**config.mk**
```make
export PLATFORM = sky130hd
export DESIGN_NAME = battery_level_moving_average
export DESIGN_NICKNAME = d
export VERILOG_FILES = /design/src/sv/blma_pkg.sv /design/src/sv/blma_ram.sv /design/src/sv/battery_level_moving_average.sv
export SDC_FILE = /design/constraint.sdc
export NUM_CORES = 1
export LEC_CHECK = 0
export ABC_AREA = 1
export BUFFER_PORTS_ARGS = -buffer_cell sky130_fd_sc_hd__buf_4
export CAP_MARGIN = 30
export CELL_PAD_IN_SITES_DETAIL_PLACEMENT = 0
export CELL_PAD_IN_SITES_GLOBAL_PLACEMENT = 1
export CORE_ASPECT_RATIO = 1.2
export CORE_MARGIN = 8
export CORE_UTILIZATION = 48
export CTS_BUF_LIST = sky130_fd_sc_hd__clkbuf_16
export CTS_CLUSTER_DIAMETER = 50
export CTS_CLUSTER_SIZE = 20
export DETAILED_ROUTE_END_ITERATION = 10
export PLACE_DENSITY = 0.78
export SLEW_MARGIN = 20
export SYNTH_ARGS = -nofsm -noshare
export SYNTH_HDL_FRONTEND = slang
export SYNTH_HIERARCHICAL = 1
export SYNTH_SLANG_ARGS = --single-unit
```
**constraint.sdc**
```tcl
create_clock -name clock -period 6.9 [get_ports clock]
set_input_delay 1.38 -clock clock [delete_from_list [all_inputs] [get_ports clock]]
set_output_delay 1.38 -clock clock [all_outputs]
set_load 0.02 [all_outputs]
```
**src/sv/blma_pkg.sv**
```systemverilog
`default_nettype none

package blma_pkg;

   localparam int ADC_W = 12;
   localparam int MV_W  = 13;
   localparam int PCT_W = 7;

   localparam int REQ_DATA_W = 16;
   localparam int RSP_DATA_W = 24;

   typedef logic [ADC_W-1:0] adc_type;
   typedef logic [MV_W-1:0]  mv_type;
   typedef logic [PCT_W-1:0] pct_type;

   localparam mv_type OFFSET_RESET = MV_W'(350);

   localparam mv_type MV_STEP_0 = MV_W'(3600);
   localparam mv_type MV_STEP_1 = MV_W'(3700);
   localparam mv_type MV_STEP_2 = MV_W'(3800);
   localparam mv_type MV_STEP_3 = MV_W'(3900);
   localparam mv_type MV_STEP_4 = MV_W'(4000);
   localparam mv_type MV_STEP_5 = MV_W'(4100);
   localparam mv_type MV_STEP_6 = MV_W'(4200);

   localparam pct_type PCT_LEVEL_0 = PCT_W'(5);
   localparam pct_type PCT_LEVEL_1 = PCT_W'(10);
   localparam pct_type PCT_LEVEL_2 = PCT_W'(30);
   localparam pct_type PCT_LEVEL_3 = PCT_W'(60);
   localparam pct_type PCT_LEVEL_4 = PCT_W'(70);
   localparam pct_type PCT_LEVEL_5 = PCT_W'(85);
   localparam pct_type PCT_LEVEL_6 = PCT_W'(95);
   localparam pct_type PCT_LEVEL_7 = PCT_W'(100);

   function automatic pct_type step_percent(mv_type mv);
      pct_type pct;
      if (mv < MV_STEP_0) begin
         pct = PCT_LEVEL_0;
      end else if (mv < MV_STEP_1) begin
         pct = PCT_LEVEL_1;
      end else if (mv < MV_STEP_2) begin
         pct = PCT_LEVEL_2;
      end else if (mv < MV_STEP_3) begin
         pct = PCT_LEVEL_3;
      end else if (mv < MV_STEP_4) begin
         pct = PCT_LEVEL_4;
      end else if (mv < MV_STEP_5) begin
         pct = PCT_LEVEL_5;
      end else if (mv < MV_STEP_6) begin
         pct = PCT_LEVEL_6;
      end else begin
         pct = PCT_LEVEL_7;
      end
      return pct;
   endfunction

endpackage

`default_nettype wire

```
**src/sv/blma_ram.sv**
```systemverilog
`default_nettype none

module blma_ram #(
   parameter int WIDTH = 13,
   parameter int DEPTH = 16
) (
   input  wire logic                                 clock,
   input  wire logic                                 wr_en,
   input  wire logic [(DEPTH > 1 ? $clog2(DEPTH) : 1)-1:0] wr_addr,
   input  wire logic [WIDTH-1:0]                     wr_data,
   input  wire logic [(DEPTH > 1 ? $clog2(DEPTH) : 1)-1:0] rd_addr,
   output logic      [WIDTH-1:0]                     rd_data
);

   logic [WIDTH-1:0] mem_ff [DEPTH];
   logic [WIDTH-1:0] rd_data_ff;

   always_ff @(posedge clock) begin
      if (wr_en) begin
         mem_ff[wr_addr] <= wr_data;
      end
      rd_data_ff <= mem_ff[rd_addr];
   end

   assign rd_data = rd_data_ff;

endmodule

`default_nettype wire

```
**src/sv/battery_level_moving_average.sv**
```systemverilog
`default_nettype none

// Moving average of battery voltage. Each req transaction carries one 12-bit converter
// sample; the block doubles it, subtracts the offset held in the csr register (clamping at
// zero) and keeps the last AVG_LEN corrected values in a ring RAM with a running sum. Every
// sample yields one rsp transaction with the rounded window average in millivolts and a
// stepped charge percentage. The oldest value counts as zero until the ring has wrapped, so
// averages are low until AVG_LEN samples have gone in. One sample is taken per clock unless
// the response side stalls. The sum is registered, then the reciprocal multiply and
// threshold compare. The ring RAM's registered read is addressed with the next slot, which
// keeps the rate at one per cycle. Write the offset only while no samples are in flight.
module battery_level_moving_average #(
   parameter int AVG_LEN = 16
) (
   input  wire logic                                clock,
   input  wire logic                                reset,
   input  wire logic                                req_tvalid,
   output logic                                     req_tready,
   input  wire logic [blma_pkg::REQ_DATA_W-1:0]     req_tdata,  // [11:0] adc_sample
   output logic                                     rsp_tvalid,
   input  wire logic                                rsp_tready,
   output logic      [blma_pkg::RSP_DATA_W-1:0]     rsp_tdata,  // [12:0] avg_millivolts,
                                                                // [19:13] charge_percent
   input  wire logic                                csr_we,
   input  wire logic [blma_pkg::MV_W-1:0]           csr_wdata
);

   import blma_pkg::*;

   localparam int SLOT_W = (AVG_LEN > 1) ? $clog2(AVG_LEN) : 1;
   localparam int SUM_W  = $clog2(8191 * AVG_LEN + 1);
   localparam int NUM_W  = $clog2(8192 * AVG_LEN);
   localparam int LEN_LOG = $clog2(AVG_LEN);
   localparam int K       = NUM_W + LEN_LOG;
   localparam longint RECIP_VAL = ((64'd1 << K) + longint'(AVG_LEN) - 1) / longint'(AVG_LEN);
   localparam logic [K:0] RECIP = (K+1)'(RECIP_VAL);
   localparam logic [NUM_W-1:0] HALF = NUM_W'(AVG_LEN / 2);
   localparam logic [SLOT_W-1:0] LAST_SLOT = SLOT_W'(AVG_LEN - 1);

   mv_type              offset_ff;
   logic [SLOT_W-1:0]   slot_ff, slot_in;
   logic                wrap_ff, wrap_in;
   logic [SUM_W-1:0]    sum_ff, sum_in;
   logic                mid_valid_ff, mid_valid_in;
   logic                rsp_valid_ff, rsp_valid_in;
   mv_type              avg_ff, avg_in;
   pct_type             pct_ff, pct_in;
   logic                bypass_ff;
   mv_type              bypass_data_ff;

   logic                accept;
   logic                rsp_free;
   logic                rsp_load;
   adc_type             adc;
   mv_type              doubled;
   mv_type              corrected;
   mv_type              ring_rd;
   mv_type              oldest;
   logic [SUM_W:0]      sum_wide;
   logic [NUM_W-1:0]    num;
   logic [NUM_W+K:0]    prod;

   assign rsp_free   = !rsp_valid_ff || rsp_tready;
   assign req_tready = !mid_valid_ff || rsp_free;
   assign accept     = req_tvalid && req_tready;
   assign rsp_load   = mid_valid_ff && rsp_free;

   assign adc     = req_tdata[ADC_W-1:0];
   assign doubled = {adc, 1'b0};

   always_comb begin
      if (offset_ff >= doubled) begin
         corrected = '0;
      end else begin
         corrected = doubled - offset_ff;
      end
   end

   blma_ram #(
      .WIDTH(MV_W),
      .DEPTH(AVG_LEN)
   ) u_ring (
      .clock   (clock),
      .wr_en   (accept),
      .wr_addr (slot_ff),
      .wr_data (corrected),
      .rd_addr (slot_in),
      .rd_data (ring_rd)
   );

   always_comb begin
      if (!wrap_ff) begin
         oldest = '0;
      end else if (bypass_ff) begin
         oldest = bypass_data_ff;
      end else begin
         oldest = ring_rd;
      end
   end

   always_comb begin
      slot_in  = slot_ff;
      wrap_in  = wrap_ff;
      sum_wide = {1'b0, sum_ff} + (SUM_W+1)'(corrected) - (SUM_W+1)'(oldest);
      sum_in   = sum_ff;
      if (accept) begin
         sum_in = sum_wide[SUM_W-1:0];
         if (slot_ff == LAST_SLOT) begin
            slot_in = '0;
            wrap_in = 1'b1;
         end else begin
            slot_in = slot_ff + SLOT_W'(1);
         end
      end
   end

   assign num    = NUM_W'(sum_ff) + HALF;
   assign prod   = (NUM_W+K+1)'(num) * (NUM_W+K+1)'(RECIP);
   assign avg_in = prod[K +: MV_W];
   assign pct_in = step_percent(avg_in);

   assign mid_valid_in = accept || (mid_valid_ff && !rsp_free);
   assign rsp_valid_in = rsp_load || (rsp_valid_ff && !rsp_tready);

   always_ff @(posedge clock) begin
      if (reset) begin
         offset_ff    <= OFFSET_RESET;
         slot_ff      <= '0;
         wrap_ff      <= 1'b0;
         sum_ff       <= '0;
         mid_valid_ff <= 1'b0;
         rsp_valid_ff <= 1'b0;
         bypass_ff    <= 1'b0;
      end else begin
         if (csr_we) begin
            offset_ff <= csr_wdata;
         end
         slot_ff      <= slot_in;
         wrap_ff      <= wrap_in;
         sum_ff       <= sum_in;
         mid_valid_ff <= mid_valid_in;
         rsp_valid_ff <= rsp_valid_in;
         bypass_ff    <= accept && (slot_ff == slot_in);
      end
   end

   always_ff @(posedge clock) begin
      bypass_data_ff <= corrected;
      if (rsp_load) begin
         avg_ff <= avg_in;
         pct_ff <= pct_in;
      end
   end

   assign rsp_tvalid = rsp_valid_ff;
   assign rsp_tdata  = {(RSP_DATA_W - MV_W - PCT_W)'(0), pct_ff, avg_ff};

endmodule

`default_nettype wire
```
==> results.md <==
* Outcome: finished, final reports clean
* Initial core utilization at 0.484
* Routed Antenna Nets at 0
* Synth unique cells at 43
* Post-CTS sizing at 0
* Pre-Repair DR Iteration Count at 5
* Standard-cell rows at 69
* Critical path peak fanout at 18
* Final-layout fill cell count at 2682
* Worst Path Buf+Inv at 7
* Pin count of the biggest net entering global routing at 66
* DP Worst Slack at 1.25 ns
* Worst Hold Path Cells at 2
* Root buffer cell: clkbuf_16
* Leading post-synthesis cells by cell area: edfxtp_1, nand2_1, dfxtp_1
* RSZ-0062 raised after global routing: false
* Top cell family by delay on the critical path: adder cells
* Drt wl/cell at 15.8 um
* Clk_lat worst skew at 0.54 ns
* Post-DR vias/cell at 4.98
* Power per Cell Area at 320 nW/um^2
* Final TNS setup at 0 ns
* Min Clock Period, post-route at 5.08 ns
* Setup ws final at 1.82 ns
* First-pass GRT wire length at 51900 um
* Antenna Cells at 0
* Switching share of power at 0.342
* Crit path largest cell delay at 0.53 ns
* DRC at 0
* Cells after Synth at 1553
* Via count at 10.1k
* Cell with the most instances after synthesis: nand2_1
* Post-Synthesis Cell Area at 14200 um^2
* Initial antenna violation count at 0
* Starting DRC count in detailed routing at 609
* Port bufs at 51
* Hold Crit Class: flip-flop to flip-flop
* Final Slew Violations at 0
* RePlAce Congestion at 0.857
* Sequential share of power at 0.423
* DIE HEIGHT at 205 um
* Period Utilization, post-route at 0.736
* Flops & latches, synth at 292
* Syn_area_per_cell at 9.17 um^2
* Global Route Usage Sum at 0.180
* Comb power frac at 0.287
* CP required at 7.34 ns
* Clock Tree Buf Depth at 3
* Hold WS at 0.462 ns
* CP arrival at 5.51 ns
* Worst-path clk slew at 0.07 ns
* Core area at 29400 um^2
* Placement Cell Area at 15100 um^2
* Worst Tran Pin Value at 0.928 ns
* Die width at 173 um
* Vias in the first global route at 10.1k
* Relative slew slack at 0.380
* Max Clock Skew at 0.0170 ns
* Power, Total at 5.12 mW
* Hold Vio Cnt, Final at 0
* FF-to-FF path depth at 22
* Primary FF master, synth: edfxtp_1
* Setup CP Type: primary input to flip-flop
* Cell mode on critical path: inv_1
* Detailed Place HPWL at 21500 um
* CTS sink cnt at 292
* Ports at 60
* Post-synth ARST share at 0
* Worst path cell trace: buf_4 -> ha_1 -> inv_1 -> nor3_1 -> nand2_1 -> o21ai_0 -> nand2_1 -> nor3_1 -> buf_4 -> inv_1 -> fa_1 -> inv_1 -> ha_1 -> inv_1 -> o21ai_0 -> a21boi_0 -> o21ai_0 -> nand3_1 -> nand3_1 -> nand3_1 -> nand2_1 -> inv_1
* H-tree depth at 1
* Grt total ovfl at 0
* Area share of the largest cell type after synthesis at 0.481
* Worst path slowest cell: fa_1
* CP Launch Type: primary input
* VDD IR max at 0.280 mV
* TritonCTS clock tree: done
* NetSw at 1.75 mW
* Commonest cells post-synth: nand2_1, inv_1, edfxtp_1
* Sequential cell area fraction in the yosys report at 0.571
* Internal cell power at 3.37 mW
* CP endpoint kind: flip-flop
* Synth area leader: edfxtp_1
* Hold buffer count at CTS at 0
* Final-stage net count at 1693
* # Post-CTS Setup Buffers at 0
* Layout Area Growth over Synthesis at 12.5%
* Max Cap Viol at 0
* Final setup fails at 0
* CTS Buf Count at 27
* Layout cells sized above 1 at 0.102
* CP Depth at 22
* Yosys warns at 6
* Die area at 35500 um^2
* Clock power share at 0.290
* Fmax at 0.197 GHz
* Post-synth EDFFs at 228
* Total Wirelength at 31900 um
* Design Area, Final at 16000 um^2
* Lkg Pwr at 7.21 nW
## power by group through the flow
| stage | logic [mW] | registers, mW | clock network [mW] |
|---|---|---|---|
| 4_1_cts | 1.49 | 2.17 | 1.52 |
| 3_5_place_dp | 1.48 | 2.21 | 0 |
| 6_report | 1.47 | 2.17 | 1.48 |
| 5_1_grt | 1.69 | 2.18 | 1.58 |
| 2_1_floorplan | 1.07 | 2.20 | 0 |
| 3_3_place_gp | 1.46 | 2.20 | 0 |
## per-layer routing
metal,wire length (um),share of wire,vias up,GRT usage
li1,-,-,5105,-
met1,13700,0.43,4751,0.216
met2,16400,0.51,166,0.337
met3,1170,0.037,47,0.0205
met4,701,0.022,0,0.0496
met5,0,0,-,0
## path summary, 6_finish.rpt
check	from	end	slack (ns)
max	req_tdata[10]	sum_ff[9]	1.82
min	offset_ff[11]	offset_ff[11]	0.46
max reg2reg	offset_ff[9]	sum_ff[9]	2.42
min reg2reg	offset_ff[11]	offset_ff[11]	0.46
## cell families after synthesis
| group | count (synthesis) | share of synthesized area |
|---|---|---|
| simple gates | 704 | 0.215 |
| buf+inv | 349 | 0.0999 |
| flops | 292 | 0.571 |
| compound gates | 138 | 0.0519 |
| fa+ha+maj | 48 | 0.0496 |
| xor+xnor | 21 | 0.0129 |
| other cells | 1 | 0.000263 |
## tightest hold or removal path, stage by stage, from the launching register on
cell     delay [ns]
dfxtp_1        0.30
inv_1          0.06
a21oi_1        0.06
## final cells by class
| type | instances | area, um^2 | share of cell area |
|---|---|---|---|
| timing repair buffer | 83 | 663 | 0.0414 |
| clock inverter | 22 | 211 | 0.0132 |
| multi-input combinational | 916 | 4730 | 0.295 |
| tap | 390 | 488 | 0.0305 |
| sequential | 292 | 8130 | 0.508 |
| clock buffer | 28 | 701 | 0.0438 |
| inverter | 291 | 1090 | 0.0684 |
## state kept, by name (all words and copies together), names as in the netlist
register	flops
avg_ff	13
bypass_data_ff	13
bypass_ff	1
mid_valid_ff	1
offset_ff	13
pct_ff	7
rsp_tvalid	1
slot_ff	4
sum_ff	17
u_ring/mem_ff	208
u_ring/rd_data	13
wrap_ff	1
## layout by cell type (no fill, tap or decap), types with 13 or more instances in the layout
cell	instances
clkbuf_16	28
nor2_1	80
xor2_1	13
ha_1	34
edfxtp_1	228
o21ai_0	57
dfxtp_1	64
buf_4	79
a21oi_1	60
fa_1	14
nand2_1	386
inv_1	284
nand3_1	192
## metrics by stage
step | instances | util
global placement | 1968 | 0.511
global route | 2022 | 0.544
finish | 2022 | 0.544
floorplan | 1557 | -
CTS | 2021 | 0.543
detailed placement | 1971 | 0.512
Note: power is estimated with default switching activity, not from simulation.
